<file path="src/rtl/ssrle_pkg.sv">
// Shared types and constants of the sprite skip/run RLE decoder.
// No dependencies; every other source file except ssrle_ram imports this package.
package ssrle_pkg;

    localparam int MAX_WIDTH       = 32'h400;
    localparam int PALETTE_ENTRIES = 256;
    localparam int PAL_AW          = $clog2(PALETTE_ENTRIES);

    localparam int ROW_W   = 15;
    localparam int COL_W   = 11;
    localparam int LEN_W   = 8;
    localparam int BYTE_W  = 8;
    localparam int RGB_W   = 24;
    localparam int COLOR_W = 32;
    localparam int WIDTH_W = 16;
    localparam int STAT_W  = 3;
    localparam int CFG_AW  = 2;
    localparam int CFG_DW  = 16;

    localparam logic [7:0] ALPHA_OPAQUE = 8'hff;

    typedef enum logic [CFG_AW-1:0] {
        REG_ROW_WIDTH = 2'd0,
        REG_ROW_COUNT = 2'd1,
        REG_MASK_MODE = 2'd2
    } t_reg_index;

    typedef enum logic [STAT_W-1:0] {
        ST_OK           = 3'd0,
        ST_BAD_SIZE     = 3'd1,
        ST_SKIP_PAST    = 3'd2,
        ST_RUN_PAST     = 3'd3,
        ST_ROW_MISMATCH = 3'd4,
        ST_EARLY_END    = 3'd5,
        ST_TRAILING     = 3'd6
    } t_status;

    typedef enum logic [3:0] {
        PH_SKIP = 4'b0001,
        PH_RUN  = 4'b0010,
        PH_LIT  = 4'b0100,
        PH_FIN  = 4'b1000
    } t_phase;

    typedef struct packed {
        logic [WIDTH_W-1:0] row_width;
        logic [ROW_W-1:0]   row_count;
        logic               mask_mode;
    } t_cfg;

    typedef struct packed {
        logic               have;
        logic               lit;
        logic [ROW_W-1:0]   row;
        logic [COL_W-1:0]   col;
        logic [LEN_W-1:0]   len;
        logic [COLOR_W-1:0] color;
        logic               done;
        t_status            status;
    } t_dec_res;

endpackage

</file>
<file path="src/rtl/ssrle_core.sv">
// Row/column tracking and skip/run/literal decode of one payload byte per cycle in which i_step is high.
// Depends on ssrle_pkg.
module ssrle_core import ssrle_pkg::*; (
    input  logic              i_clk,
    input  logic              i_rst_n,
    input  logic              i_step,
    input  logic [BYTE_W-1:0] i_data_byte,
    input  logic              i_last_byte,
    input  t_cfg              i_cfg,
    output t_dec_res          o_res
);

    logic [ROW_W-1:0] r_row, n_row;
    logic [COL_W-1:0] r_col, n_col;
    t_phase           r_phase, n_phase;
    logic [LEN_W-1:0] r_lits, n_lits;
    t_status          r_err, n_err;

    logic             bad_size;
    logic [COL_W:0]   col_sum;
    logic             past_width;
    logic [ROW_W:0]   row_inc;
    logic [LEN_W-1:0] lits_dec;

    assign bad_size   = (i_cfg.row_width == '0) ||
                        (i_cfg.row_width > WIDTH_W'(MAX_WIDTH)) ||
                        (i_cfg.row_count == '0);
    assign col_sum    = {1'b0, r_col} + {{(COL_W + 1 - BYTE_W){1'b0}}, i_data_byte};
    assign past_width = {{(WIDTH_W - COL_W - 1){1'b0}}, col_sum} > i_cfg.row_width;
    assign row_inc    = {1'b0, r_row} + {{ROW_W{1'b0}}, 1'b1};
    assign lits_dec   = r_lits - LEN_W'(1);

    always_comb begin
        n_row   = r_row;
        n_col   = r_col;
        n_phase = r_phase;
        n_lits  = r_lits;
        n_err   = r_err;
        o_res   = '0;

        if (r_err == ST_OK) begin
            if (bad_size) begin
                n_err = ST_BAD_SIZE;
            end else begin
                unique case (r_phase)
                    PH_FIN: begin
                        n_err = ST_TRAILING;
                    end
                    PH_SKIP: begin
                        priority if (i_last_byte) begin
                            n_err = ST_EARLY_END;
                        end else if (past_width) begin
                            n_err = ST_SKIP_PAST;
                        end else begin
                            o_res.have = 1'b1;
                            o_res.row  = r_row;
                            o_res.col  = r_col;
                            o_res.len  = i_data_byte;
                            n_col      = col_sum[COL_W-1:0];
                            n_phase    = PH_RUN;
                        end
                    end
                    PH_RUN: begin
                        priority if (i_data_byte == '0) begin
                            if ({{(WIDTH_W - COL_W){1'b0}}, r_col} != i_cfg.row_width) begin
                                n_err = ST_ROW_MISMATCH;
                            end else begin
                                n_row = row_inc[ROW_W-1:0];
                                n_col = '0;
                                if (row_inc >= {1'b0, i_cfg.row_count}) begin
                                    n_phase = PH_FIN;
                                end else begin
                                    n_phase = PH_SKIP;
                                    if (i_last_byte) begin
                                        n_err = ST_EARLY_END;
                                    end
                                end
                            end
                        end else if (past_width) begin
                            n_err = ST_RUN_PAST;
                        end else if (i_last_byte) begin
                            n_err = ST_EARLY_END;
                        end else if (i_cfg.mask_mode) begin
                            o_res.have  = 1'b1;
                            o_res.row   = r_row;
                            o_res.col   = r_col;
                            o_res.len   = i_data_byte;
                            o_res.color = '1;
                            n_col       = col_sum[COL_W-1:0];
                            n_phase     = PH_SKIP;
                        end else begin
                            n_lits  = i_data_byte;
                            n_phase = PH_LIT;
                        end
                    end
                    PH_LIT: begin
                        if (i_last_byte) begin
                            n_err = ST_EARLY_END;
                        end else begin
                            o_res.have = 1'b1;
                            o_res.lit  = 1'b1;
                            o_res.row  = r_row;
                            o_res.col  = r_col;
                            o_res.len  = LEN_W'(1);
                            n_col      = r_col + COL_W'(1);
                            n_lits     = lits_dec;
                            if (lits_dec == '0) begin
                                n_phase = PH_SKIP;
                            end
                        end
                    end
                    default: begin
                        n_err = r_err;
                    end
                endcase
            end
        end

        if (i_last_byte) begin
            o_res        = '0;
            o_res.have   = 1'b1;
            o_res.done   = 1'b1;
            o_res.status = n_err;
            n_row        = '0;
            n_col        = '0;
            n_phase      = PH_SKIP;
            n_lits       = '0;
            n_err        = ST_OK;
        end
    end

    always_ff @(posedge i_clk) begin
        if (!i_rst_n) begin
            r_row   <= '0;
            r_col   <= '0;
            r_phase <= PH_SKIP;
            r_lits  <= '0;
            r_err   <= ST_OK;
        end else if (i_step) begin
            r_row   <= n_row;
            r_col   <= n_col;
            r_phase <= n_phase;
            r_lits  <= n_lits;
            r_err   <= n_err;
        end
    end

endmodule

</file>
<file path="config.mk">
export PLATFORM = sky130hd
export DESIGN_NAME = ssrle_core
export DESIGN_NICKNAME = d
export VERILOG_FILES = /design/src/rtl/ssrle_pkg.sv /design/src/rtl/ssrle_core.sv
export SDC_FILE = /design/constraint.sdc
export NUM_CORES = 1
export LEC_CHECK = 0
export BUFFER_PORTS_ARGS = -buffer_cell sky130_fd_sc_hd__clkbuf_2
export CAP_MARGIN = 5
export CORE_ASPECT_RATIO = 1.25
export CORE_MARGIN = 10
export CORE_UTILIZATION = 50
export CTS_CLUSTER_DIAMETER = 80
export CTS_CLUSTER_SIZE = 40
export DETAILED_ROUTE_END_ITERATION = 7
export GPL_ROUTABILITY_DRIVEN = 0
export PLACE_DENSITY = 0.84
export SLEW_MARGIN = 20
export SYNTH_ARGS = -nofsm -noshare
export SYNTH_HDL_FRONTEND = slang
export SYNTH_SLANG_ARGS = --single-unit
</file>
<file path="constraint.sdc">
create_clock -name i_clk -period 15.1 [get_ports i_clk]
set_input_delay 0.755 -clock i_clk [delete_from_list [all_inputs] [get_ports i_clk]]
set_output_delay 0.755 -clock i_clk [all_outputs]
set_load 0.02 [all_outputs]
</file>
==> impl_metrics.prom, run 1 <==
# TYPE chip_impl_metric gauge
chip_impl_metric{name="drive_above_1_share",unit="%"} 21.1
chip_impl_metric{name="route.detailed.drc",unit=""} 0
chip_impl_metric{name="synth_fa_ha_area_share",unit="%"} 10.7
chip_impl_metric{name="cts_buffer_depth",unit=""} 2
chip_impl_metric{name="drt_first_iter_violations",unit=""} 333
chip_impl_metric{name="grt_first_pass_wirelength",unit="µm"} 23200
chip_impl_metric{name="route.detailed.vias_per_inst",unit=""} 6.13
chip_impl_metric{name="final-max-slew-violation-count",unit=""} 0
chip_impl_metric{name="post-cts-setup-buffer-count",unit=""} 0
chip_impl_metric{name="totalWireLength",unit="µm"} 14400
chip_impl_metric{name="number_of_maximum_capacitance_constraint_violations",unit=""} 0
chip_impl_metric{name="die_height",unit="µm"} 129
chip_impl_metric{name="fp.dieArea",unit="mm²"} 0.0138
chip_impl_metric{name="fp.coreArea",unit="mm²"} 0.00922
chip_impl_metric{name="globalRoute.totalOverflow",unit=""} 0
chip_impl_metric{name="ys_async_sr_fraction",unit="%"} 0
chip_impl_metric{name="worstPathArrival",unit="ns"} 5.48
chip_impl_metric{name="antenna_found_initial",unit=""} 0
chip_impl_metric{name="share_of_cell_area_taken_by_muxes_after_synthesis",unit="%"} 2.11
chip_impl_metric{name="clk_transition_reported_paths",unit="ns"} 0.06
chip_impl_info{name="synth_top_family_by_area",value="simple AND/OR/NAND/NOR gates"} 1
chip_impl_metric{name="antenna_left",unit=""} 0
chip_impl_metric{name="cts_repair_resize_count",unit=""} 0
chip_impl_metric{name="first_global_vias",unit=""} 4960
chip_impl_info{name="clockRootBuffer",value="clkbuf_16"} 1
chip_impl_metric{name="ctsHoldBuffers",unit=""} 0
chip_impl_metric{name="synth-compound-area-share",unit="%"} 22.2
chip_impl_metric{name="final-hold-violation-count",unit=""} 0
chip_impl_metric{name="detail_route.wl_per_cell",unit="µm"} 17.5
chip_impl_metric{name="synth-xor-area-share",unit="%"} 8.13
chip_impl_info{name="min-delay-path-class",value="register to register"} 1
chip_impl_metric{name="top_level_ports",unit=""} 116
chip_impl_metric{name="areaGrowthSynthToFinish",unit="%"} 11.2
chip_impl_metric{name="worst_slew_margin_rel",unit="%"} 33.8
chip_impl_metric{name="initial_cell_density_of_the_core",unit="%"} 51.4
chip_impl_metric{name="tritoncts.num_buffers",unit=""} 5
chip_impl_metric{name="place.port_buffers",unit=""} 115
chip_impl_info{name="run_status",value="finished, final reports clean"} 1
chip_impl_metric{name="yosysSeqAreaShare",unit="%"} 17.3
chip_impl_metric{name="rows",unit=""} 39
chip_impl_metric{name="final.setup.tns",unit="ns"} 0
chip_impl_metric{name="netlist_instances",unit=""} 639
chip_impl_info{name="ys.flop_type",value="dfxtp_1"} 1
chip_impl_metric{name="synth.net_count",unit=""} 723
chip_impl_metric{name="hold_slack",unit="ns"} 0.489
chip_impl_metric{name="drtPass1Iterations",unit=""} 5
chip_impl_metric{name="antenna-diode-count",unit=""} 0
chip_impl_info{name="grt_setup_unrepaired",value="false"} 1
chip_impl_metric{name="synth_enable_flop_cells",unit=""} 0
chip_impl_metric{name="worstPathRequired",unit="ns"} 14.35
chip_impl_metric{name="die_w",unit="µm"} 107
chip_impl_metric{name="finalSetupViolations",unit=""} 0
chip_impl_info{name="cp-start-kind",value="primary input"} 1
chip_impl_metric{name="synth.yosys.warnings",unit=""} 0
chip_impl_metric{name="post_synth_and_or_nand_nor_area_fraction",unit="%"} 28.7
chip_impl_metric{name="max_freq",unit="MHz"} 160
chip_impl_metric{name="nNetsFinal",unit=""} 783
chip_impl_metric{name="syn_avg_cell_area",unit="µm²"} 7.42
chip_impl_metric{name="post_synth_instance_area",unit="mm²"} 0.00474
chip_impl_metric{name="clock_latency",unit="ns"} 0.29
chip_impl_metric{name="grt_use_total",unit="%"} 19.9
chip_impl_metric{name="clock-skew-final",unit="ns"} 0.00187
chip_impl_metric{name="total_power",unit="µW"} 287
chip_impl_metric{name="max_fo_critical_path",unit=""} 27
chip_impl_metric{name="layout_worst_path_cycle_share",unit="%"} 41.3
chip_impl_metric{name="grt_start_max_net_pins",unit=""} 33
chip_impl_info{name="worst-setup-path-type",value="primary input to output pin"} 1
chip_impl_info{name="cts_tree",value="done"} 1
chip_impl_metric{name="synth.distinct_cells",unit=""} 73
chip_impl_metric{name="power_density_over_the_cells",unit="mW/mm²"} 54.5
chip_impl_metric{name="clkSinkCount",unit=""} 41
chip_impl_metric{name="fin_crit",unit="ns"} 6.24
chip_impl_metric{name="p_leak",unit="nW"} 2.54
chip_impl_metric{name="tightest_pin_transition",unit="ns"} 0.992
chip_impl_metric{name="ys_ff_latch",unit=""} 41
chip_impl_info{name="worst_setup_end_kind",value="output pin"} 1
chip_impl_metric{name="cts-htree-levels",unit=""} 2
chip_impl_metric{name="irDropWorstVdd",unit="mV"} 0.0459
chip_impl_metric{name="timing.reg2reg.setup_slack",unit="ns"} 10.36
chip_impl_metric{name="route.vias.total",unit=""} 5042
chip_impl_metric{name="hpwl_after_detailed_placement",unit="µm"} 11100
-- final cells by class --
cell class | count | area [µm²]
inverter | 34 | 128
clock inverter | 1 | 5.00
sequential | 41 | 821
multi-input combinational | 500 | 3420
timing repair buffer | 117 | 591
fill | 834 | 3950
clock buffer | 7 | 153
tap | 123 | 154
-- kinds of logic (layout without fill, tap and decap cells) --
logic type                 Yosys count  in the layout
AOI/OAI and AO/OA                  156            156
xor gates and xnor gates            44             44
muxes                               10             10
adders and majority gates           40             40
DFF                                 41             41
buffers and inverters               98            159
and+or+nand+nor                    250            250
-- worst max-delay path: stages --
cell and delay, ns:
clkbuf_2 0.15, ha_1 0.33, a211oi_1 0.35, nor2_1 0.12, o41ai_1 0.48, nand2b_1 0.19, a21oi_1 0.21, nor2_1 0.07
ha_1 0.31, a21oi_1 0.20, o21ai_0 0.18, a2111oi_4 0.50, nor2_1 0.17, o21ai_2 0.20, nor3b_4 0.84, and2_1 0.24
clkbuf_2 0.17
-- flip-flops by register name, summed over array words and instances (netlist names) --
signal / count
r_row: 15
r_err: 3
r_phase: 4
r_lits: 8
r_col: 11
-- cell usage after synthesis, types with 4 or more instances --
cell type  count  share of area, %
nor4_1        13               1.7
or3_1          5              0.66
nor3_1         8              0.84
nand3b_1       4              0.63
mux2i_1       10               2.1
o21ai_2        4              0.74
nor2_1        42               3.3
o211ai_1      11               1.7
xor2_1        27               5.0
inv_1         33               2.6
a31oi_1        6              0.79
a211oi_1       4              0.63
nand4_1       14               1.8
nand2_1       62               4.9
xnor2_1       17               3.1
buf_4         33               5.2
and4_1         4              0.74
clkbuf_1      22               1.7
ha_1          39                10
o21a_1         5              0.79
and2_1        36               4.8
dfxtp_1       41                17
and3_1        12               1.6
buf_2          6              0.63
a21oi_1       47               5.0
o21ai_0       29               3.1
a22o_1         5              0.92
nand3_1       22               2.3
a21o_1         9               1.4
-- through the flow --
step                      util [%]  setup WS (ns)  instances  cell area, µm²
after global placement        55.4           9.13        815            5110
after detailed placement      55.4           8.96        815            5110
after floorplan                  -           9.04        639            4740
after global routing          57.2           8.50        823            5270
final                         57.2           8.86        823            5270
after CTS                     57.1           8.91        823            5270
-- where the power goes --
part           switching [mW]  total [mW]  internal (mW)
clock network          0.0463       0.116         0.0701
logic                  0.0359      0.0586         0.0227
registers             0.00299       0.112          0.109
total                  0.0852       0.287          0.202
-- final timing paths --
check	cells past startpoint	from	endpoint
hold reg to reg	2	r_row[14]	r_row[14]
setup reg to reg	15	r_col[1]	r_lits[1]
hold / removal	2	r_row[14]	r_row[14]
setup / recovery	17	i_data_byte[1]	o_res[57]
-- placed cells by master, fill, tap and decap left out, drive strengths merged, types with 6 or more instances in the layout --
cell | synthesis | final
xor2 | 27 | 27
o21ai | 36 | 36
mux2i | 10 | 10
and2 | 36 | 36
o211ai | 11 | 11
and3 | 12 | 12
a21o | 9 | 9
nand3 | 22 | 22
nand2 | 64 | 64
nand4 | 14 | 14
nor4 | 13 | 13
a31oi | 6 | 6
inv | 33 | 33
nor2 | 46 | 46
xnor2 | 17 | 17
a21oi | 48 | 48
ha | 39 | 39
dfxtp | 41 | 41
nor3 | 9 | 9
clkbuf | 22 | 122
-- routing by layer --
metal / wire length, µm / global-route usage (%)
met1: 5540 / 21.3
met2: 7120 / 36.0
met3: 1290 / 4.70
met4: 440 / 9.42
met5: 0 / 0
(Power assumes the default switching activity.)
==> run 2: changes to the inputs <==
==> constraint.sdc (replaced) <==
create_clock -name i_clk -period 6.3 [get_ports i_clk]
set_input_delay 0.315 -clock i_clk [delete_from_list [all_inputs] [get_ports i_clk]]
set_output_delay 0.315 -clock i_clk [all_outputs]
set_load 0.02 [all_outputs]
==> impl_metrics.prom, run 2 (synthesis results as in run 1) <==
# TYPE chip_impl_metric gauge
chip_impl_metric{name="antenna-diode-count",unit=""} 0
chip_impl_metric{name="drt_first_iter_violations",unit=""} 367
chip_impl_metric{name="grt_first_pass_wirelength",unit="µm"} 24400
chip_impl_metric{name="final-max-slew-violation-count",unit=""} 0
chip_impl_metric{name="tritoncts.num_buffers",unit=""} 5
chip_impl_metric{name="fp.dieArea",unit="mm²"} 0.0138
chip_impl_metric{name="initial_cell_density_of_the_core",unit="%"} 51.4
chip_impl_metric{name="die_w",unit="µm"} 107
chip_impl_metric{name="grt_use_total",unit="%"} 20.8
chip_impl_info{name="grt_setup_unrepaired",value="false"} 1
chip_impl_metric{name="areaGrowthSynthToFinish",unit="%"} 11.7
chip_impl_metric{name="worstPathArrival",unit="ns"} 4.94
chip_impl_info{name="layout_top_registers",value="r_row x15, r_col x11, r_lits x8"} 1
chip_impl_metric{name="fin_crit",unit="ns"} 5.26
chip_impl_metric{name="nNetsFinal",unit=""} 785
chip_impl_info{name="cts_tree",value="done"} 1
chip_impl_metric{name="post-cts-setup-buffer-count",unit=""} 0
chip_impl_metric{name="top_level_ports",unit=""} 116
chip_impl_metric{name="route.detailed.vias_per_inst",unit=""} 6.04
chip_impl_metric{name="drtPass1Iterations",unit=""} 5
chip_impl_metric{name="worstPathRequired",unit="ns"} 5.98
chip_impl_metric{name="total_power",unit="µW"} 718
chip_impl_info{name="run_status",value="finished, final reports clean"} 1
chip_impl_metric{name="drive_above_1_share",unit="%"} 21.2
chip_impl_metric{name="fp.coreArea",unit="mm²"} 0.00922
chip_impl_metric{name="number_of_maximum_capacitance_constraint_violations",unit=""} 0
chip_impl_metric{name="place.port_buffers",unit=""} 115
chip_impl_metric{name="layout.cell_area.non_filler",unit="mm²"} 0.00530
chip_impl_metric{name="max_fo_critical_path",unit=""} 20
chip_impl_metric{name="globalRoute.totalOverflow",unit=""} 0
chip_impl_metric{name="rows",unit=""} 39
chip_impl_metric{name="first_global_vias",unit=""} 5260
chip_impl_metric{name="cts-htree-levels",unit=""} 2
chip_impl_info{name="top_register",value="r_row"} 1
chip_impl_metric{name="final-hold-violation-count",unit=""} 0
chip_impl_info{name="cp-start-kind",value="register"} 1
chip_impl_metric{name="tightest_pin_transition",unit="ns"} 0.958
chip_impl_info{name="min-delay-path-class",value="primary input to register"} 1
chip_impl_info{name="clockRootBuffer",value="clkbuf_16"} 1
chip_impl_metric{name="p_leak",unit="nW"} 2.56
chip_impl_metric{name="clock-skew-final",unit="ns"} 0.00457
chip_impl_metric{name="antenna_found_initial",unit=""} 0
chip_impl_metric{name="clkSinkCount",unit=""} 41
chip_impl_metric{name="postPlaceCellArea",unit="mm²"} 0.00512
chip_impl_metric{name="antenna_left",unit=""} 0
chip_impl_metric{name="cts_repair_resize_count",unit=""} 0
chip_impl_metric{name="finalSetupViolations",unit=""} 0
chip_impl_metric{name="largest_register_ffs",unit=""} 15
chip_impl_metric{name="cts_buffer_depth",unit=""} 2
chip_impl_metric{name="irDropWorstVdd",unit="mV"} 0.0866
chip_impl_metric{name="hpwl_after_detailed_placement",unit="µm"} 11100
chip_impl_metric{name="fillers",unit=""} 824
chip_impl_metric{name="die_height",unit="µm"} 129
chip_impl_metric{name="ctsHoldBuffers",unit=""} 0
chip_impl_metric{name="place_inst",unit=""} 817
chip_impl_metric{name="worst_slew_margin_rel",unit="%"} 35.9
chip_impl_metric{name="detail_route.wl_per_cell",unit="µm"} 17.8
chip_impl_info{name="final_common_cell",value="clkbuf_2"} 1
chip_impl_metric{name="grt_start_max_net_pins",unit=""} 33
chip_impl_metric{name="clock_latency",unit="ns"} 0.29
chip_impl_metric{name="totalWireLength",unit="µm"} 14700
chip_impl_metric{name="clk_transition_reported_paths",unit="ns"} 0.06
chip_impl_metric{name="power_density_over_the_cells",unit="mW/mm²"} 136
chip_impl_info{name="worst-setup-path-type",value="register to output pin"} 1
chip_impl_metric{name="layout_worst_path_cycle_share",unit="%"} 83.5
chip_impl_info{name="worst_setup_end_kind",value="output pin"} 1
chip_impl_metric{name="final.setup.tns",unit="ns"} 0
chip_impl_metric{name="route.detailed.drc",unit=""} 0
chip_impl_metric{name="route.vias.total",unit=""} 4986
chip_impl_metric{name="layout.cells.non_filler",unit=""} 825
chip_impl_metric{name="max_freq",unit="MHz"} 190
chip_impl_info{name="layout_common_cells",value="clkbuf_2 (115), nand2_1 (62), a21oi_1 (47)"} 1
-- run 2: changes by cell type in the layout (fill, tap and decap cells not counted) --
cell,before,now
clkbuf_8,2,1
bufinv_16,0,1
nor2_2,3,4
buf_4,2,4
clkbuf_1,0,1
clkinv_2,1,0
nor2_4,2,1
-- run 2: path summary, 6_finish.rpt --
kind / start / end / slack (ns) / cells after the start
worst max-delay path: r_col[0] / o_res[66] / 1.04 / 18
worst min-delay path: i_data_byte[2] / r_lits[2] / 0.43 / 3
worst max register to register: r_col[0] / r_lits[1] / 1.72 / 16
worst min register to register: r_row[14] / r_row[14] / 0.50 / 2
-- run 2: worst max-delay path, stage by stage (launching register included) --
cell and delay, ns:
dfxtp_1 0.40, ha_1 0.27, fa_1 0.43, a21oi_1 0.23
o2111ai_1 0.19, a21o_1 0.20, a21oi_1 0.32, nand2b_1 0.18
xnor2_1 0.12, ha_1 0.26, nand2_1 0.08, o21ai_0 0.14
a2111oi_4 0.48, nor2_1 0.17, o21ai_2 0.19, nor3b_4 0.34
buf_4 0.30, and2_1 0.17, clkbuf_2 0.17
-- run 2: layer usage --
layer	up-vias	wire length (µm)	part of all wire (%)	global-route usage, %
met5	-	0	0	0
met4	0	546	3.7	11.0
met3	55	1240	8.5	5.04
met2	252	7130	49	36.6
met1	2293	5730	39	22.4
li1	2386	-	-	-
-- run 2: power by group --
group | internal [mW] | total, mW | switching, mW | leakage (nW)
clock | 0.198 | 0.307 | 0.109 | 0.0841
sequential | 0.262 | 0.269 | 0.00692 | 0.331
combinational | 0.0548 | 0.142 | 0.0874 | 2.14
total | 0.515 | 0.718 | 0.203 | 2.56
-- run 2: stage by stage --
stage                     hold WS, ns  worst slack [ns]  utilization [%]
final                           0.432              1.04             57.4
after floorplan                 0.450              1.08                -
after CTS                       0.435              1.12             57.4
after global placement          0.490              1.57             55.6
after global routing            0.457             0.755             57.4
after detailed placement        0.503              1.34             55.6
-- run 2: cell type report --
class	instances	area [µm²]	share of cell area [%]
Clock buffer	7	143	2.69
Clock inverter	1	30.0	0.567
Inverter	34	128	2.41
Multi-Input combinational cell	500	3420	64.5
Sequential cell	41	821	15.5
Tap cell	123	154	2.91
Timing Repair Buffer	119	606	11.4
==> run 3: changes to the inputs <==
--- a/config.mk
+++ b/config.mk
@@ -14,7 +14,7 @@
 export CTS_CLUSTER_SIZE = 40
 export DETAILED_ROUTE_END_ITERATION = 7
 export GPL_ROUTABILITY_DRIVEN = 0
-export PLACE_DENSITY = 0.84
+export PLACE_DENSITY = 0.87
 export SLEW_MARGIN = 20
 export SYNTH_ARGS = -nofsm -noshare
 export SYNTH_HDL_FRONTEND = slang
==> constraint.sdc (replaced) <==
create_clock -name i_clk -period 4.3 [get_ports i_clk]
set_input_delay 0.215 -clock i_clk [delete_from_list [all_inputs] [get_ports i_clk]]
set_output_delay 0.215 -clock i_clk [all_outputs]
set_load 0.02 [all_outputs]
==> impl_metrics.prom, run 3 (synthesis results as in run 1) <==
# TYPE chip_impl_metric gauge
chip_impl_info{name="run_status",value="finished, violations left"} 1
chip_impl_info{name="violations",value="setup timing"} 1
chip_impl_metric{name="drtPass1Iterations",unit=""} 6
chip_impl_metric{name="layout.core_utilization",unit="%"} 61.7
chip_impl_metric{name="clock_latency",unit="ns"} 0.29
chip_impl_metric{name="detail_route.wl_per_cell",unit="µm"} 18.7
chip_impl_metric{name="grt_use_total",unit="%"} 20.8
chip_impl_metric{name="antenna-diode-count",unit=""} 0
chip_impl_metric{name="die_height",unit="µm"} 129
chip_impl_info{name="worst_setup_end_kind",value="output pin"} 1
chip_impl_metric{name="fin_crit",unit="ns"} 4.43
chip_impl_info{name="clockRootBuffer",value="clkbuf_16"} 1
chip_impl_metric{name="power_density_over_the_cells",unit="mW/mm²"} 176
chip_impl_metric{name="first_global_vias",unit=""} 5158
chip_impl_info{name="final_common_cell",value="clkbuf_2"} 1
chip_impl_info{name="routed.top_layer",value="met4"} 1
chip_impl_metric{name="fp.dieArea",unit="mm²"} 0.0138
chip_impl_metric{name="antenna_found_initial",unit=""} 0
chip_impl_metric{name="grt_first_pass_wirelength",unit="µm"} 24400
chip_impl_info{name="cts_tree",value="done"} 1
chip_impl_metric{name="area_of_the_multi_input_gates",unit="mm²"} 0.00353
chip_impl_metric{name="tightest_pin_transition",unit="ns"} 0.843
chip_impl_metric{name="final-max-slew-violation-count",unit=""} 0
chip_impl_metric{name="worst_slew_margin_rel",unit="%"} 43.3
chip_impl_metric{name="layout.cells.non_filler",unit=""} 844
chip_impl_metric{name="drive_above_1_share",unit="%"} 26.1
chip_impl_metric{name="ff_latch_area",unit="µm²"} 823
chip_impl_metric{name="fp.coreArea",unit="mm²"} 0.00922
chip_impl_metric{name="rows",unit=""} 39
chip_impl_metric{name="clkSinkCount",unit=""} 41
chip_impl_metric{name="routedLengthMet1",unit="µm"} 5770
chip_impl_metric{name="worstPathRequired",unit="ns"} 4.09
chip_impl_metric{name="totalWireLength",unit="µm"} 15800
chip_impl_metric{name="top_level_ports",unit=""} 116
chip_impl_metric{name="areaGrowthSynthToFinish",unit="%"} 20.0
chip_impl_metric{name="cts_buffer_depth",unit=""} 2
chip_impl_metric{name="number_of_maximum_capacitance_constraint_violations",unit=""} 0
chip_impl_metric{name="finalSetupViolations",unit=""} 62
chip_impl_metric{name="met2_length",unit="µm"} 7720
chip_impl_metric{name="detailroute.wirelength.met3",unit="µm"} 1650
chip_impl_metric{name="final-hold-violation-count",unit=""} 0
chip_impl_metric{name="max_freq",unit="MHz"} 226
chip_impl_metric{name="drt_first_iter_violations",unit=""} 527
chip_impl_metric{name="place.port_buffers",unit=""} 115
chip_impl_metric{name="cts-htree-levels",unit=""} 2
chip_impl_info{name="min-delay-path-class",value="primary input to register"} 1
chip_impl_info{name="layout_top_registers",value="r_row x15, r_col x11, r_lits x8"} 1
chip_impl_metric{name="route.detailed.drc",unit=""} 0
chip_impl_metric{name="initial_cell_density_of_the_core",unit="%"} 51.4
chip_impl_metric{name="clk_transition_reported_paths",unit="ns"} 0.06
chip_impl_info{name="grt_setup_unrepaired",value="true"} 1
chip_impl_metric{name="layout_worst_path_cycle_share",unit="%"} 103
chip_impl_metric{name="tritoncts.num_buffers",unit=""} 5
chip_impl_metric{name="grt_start_max_net_pins",unit=""} 33
chip_impl_metric{name="route.detailed.vias_per_inst",unit=""} 6.21
chip_impl_metric{name="total_power",unit="mW"} 1.00
chip_impl_metric{name="largest_register_ffs",unit=""} 15
chip_impl_metric{name="irDropWorstVdd",unit="mV"} 0.133
chip_impl_metric{name="p_leak",unit="nW"} 2.72
chip_impl_metric{name="route.vias.total",unit=""} 5245
chip_impl_metric{name="final.setup.tns",unit="ns"} -3.54
chip_impl_metric{name="die_w",unit="µm"} 107
chip_impl_info{name="worst-setup-path-type",value="register to output pin"} 1
chip_impl_metric{name="max_fo_critical_path",unit=""} 10
chip_impl_metric{name="nNetsFinal",unit=""} 804
chip_impl_metric{name="globalRoute.totalOverflow",unit=""} 0
chip_impl_metric{name="worstPathArrival",unit="ns"} 4.21
chip_impl_metric{name="worst_slack",unit="ns"} -0.126
chip_impl_metric{name="hpwl_after_detailed_placement",unit="µm"} 11300
chip_impl_info{name="layout_common_cells",value="clkbuf_2 (92), nand2_1 (61), a21oi_1 (44)"} 1
chip_impl_metric{name="place_inst",unit=""} 825
chip_impl_info{name="cp-start-kind",value="register"} 1
chip_impl_metric{name="antenna_left",unit=""} 0
chip_impl_info{name="top_register",value="r_row"} 1
chip_impl_metric{name="clock-skew-final",unit="ns"} 0.00928
chip_impl_metric{name="fillers",unit=""} 794
==> run 3: per-stage QoR <==
step,worst slack [ns],cell area [µm²],hold slack (ns)
3_5_place_dp,0.0181,5200,0.498
5_1_grt,-0.275,5690,0.383
3_3_place_gp,0.188,5200,0.491
2_1_floorplan,-0.0147,4750,0.414
6_report,-0.126,5690,0.340
4_1_cts,0.0134,5440,0.325
==> run 3: timing repair <==
action | in CTS | in global routing
endpoints found under the setup margin | 68 | 75
setup buffers | 2 | 7
resized for setup | 20 | 79
pin swaps | 6 | 12
cloned | 1 | 1
hold buffers | 0 | 0
==> run 3: worst paths after layout <==
| check | startpoint | end | slack [ns] | depth (start not counted) |
|---|---|---|---|---|
| max | r_col[0] | o_res[55] | -0.13 | 19 |
| min | i_data_byte[2] | r_lits[2] | 0.34 | 3 |
| max reg2reg | r_col[0] | r_lits[1] | 0.20 | 19 |
| min reg2reg | r_row[14] | r_row[14] | 0.50 | 2 |
==> run 3: layout make-up <==
| type | count | share of cell area, % |
|---|---|---|
| multi-input cells | 500 | 62.1 |
| well taps | 123 | 2.71 |
| clock buffers | 8 | 2.40 |
| repair buffers | 138 | 16.1 |
| inverters | 34 | 2.24 |
| flip-flops and latches | 41 | 14.5 |
==> run 3: worst max-delay path, stage by stage, from the launching register on <==
cell	delay, ns
dfxtp_2	0.34
ha_4	0.16
buf_4	0.13
a211oi_2	0.30
nor2_1	0.14
o41ai_2	0.27
nand2b_1	0.15
a21oi_1	0.18
nor2_1	0.07
ha_1	0.32
a21oi_1	0.22
o21ai_1	0.15
a2111oi_4	0.32
nor2_4	0.07
o21ai_2	0.18
nor3b_4	0.31
buf_6	0.16
buf_8	0.13
and2_1	0.16
buf_6	0.13
==> run 3: where the power goes <==
| group | total [mW] | leakage, nW | switching, mW | internal [mW] |
|---|---|---|---|---|
| combinational | 0.237 | 2.32 | 0.143 | 0.0942 |
| clock | 0.373 | 0.0652 | 0.156 | 0.216 |
| sequential | 0.392 | 0.332 | 0.00771 | 0.384 |
==> run 3: per-layer routing <==
metal	GRT usage, %	vias to the layer above
met2	36.3	321
met5	0	-
li1	-	2420
met1	23.0	2433
met3	5.89	71
met4	9.26	0
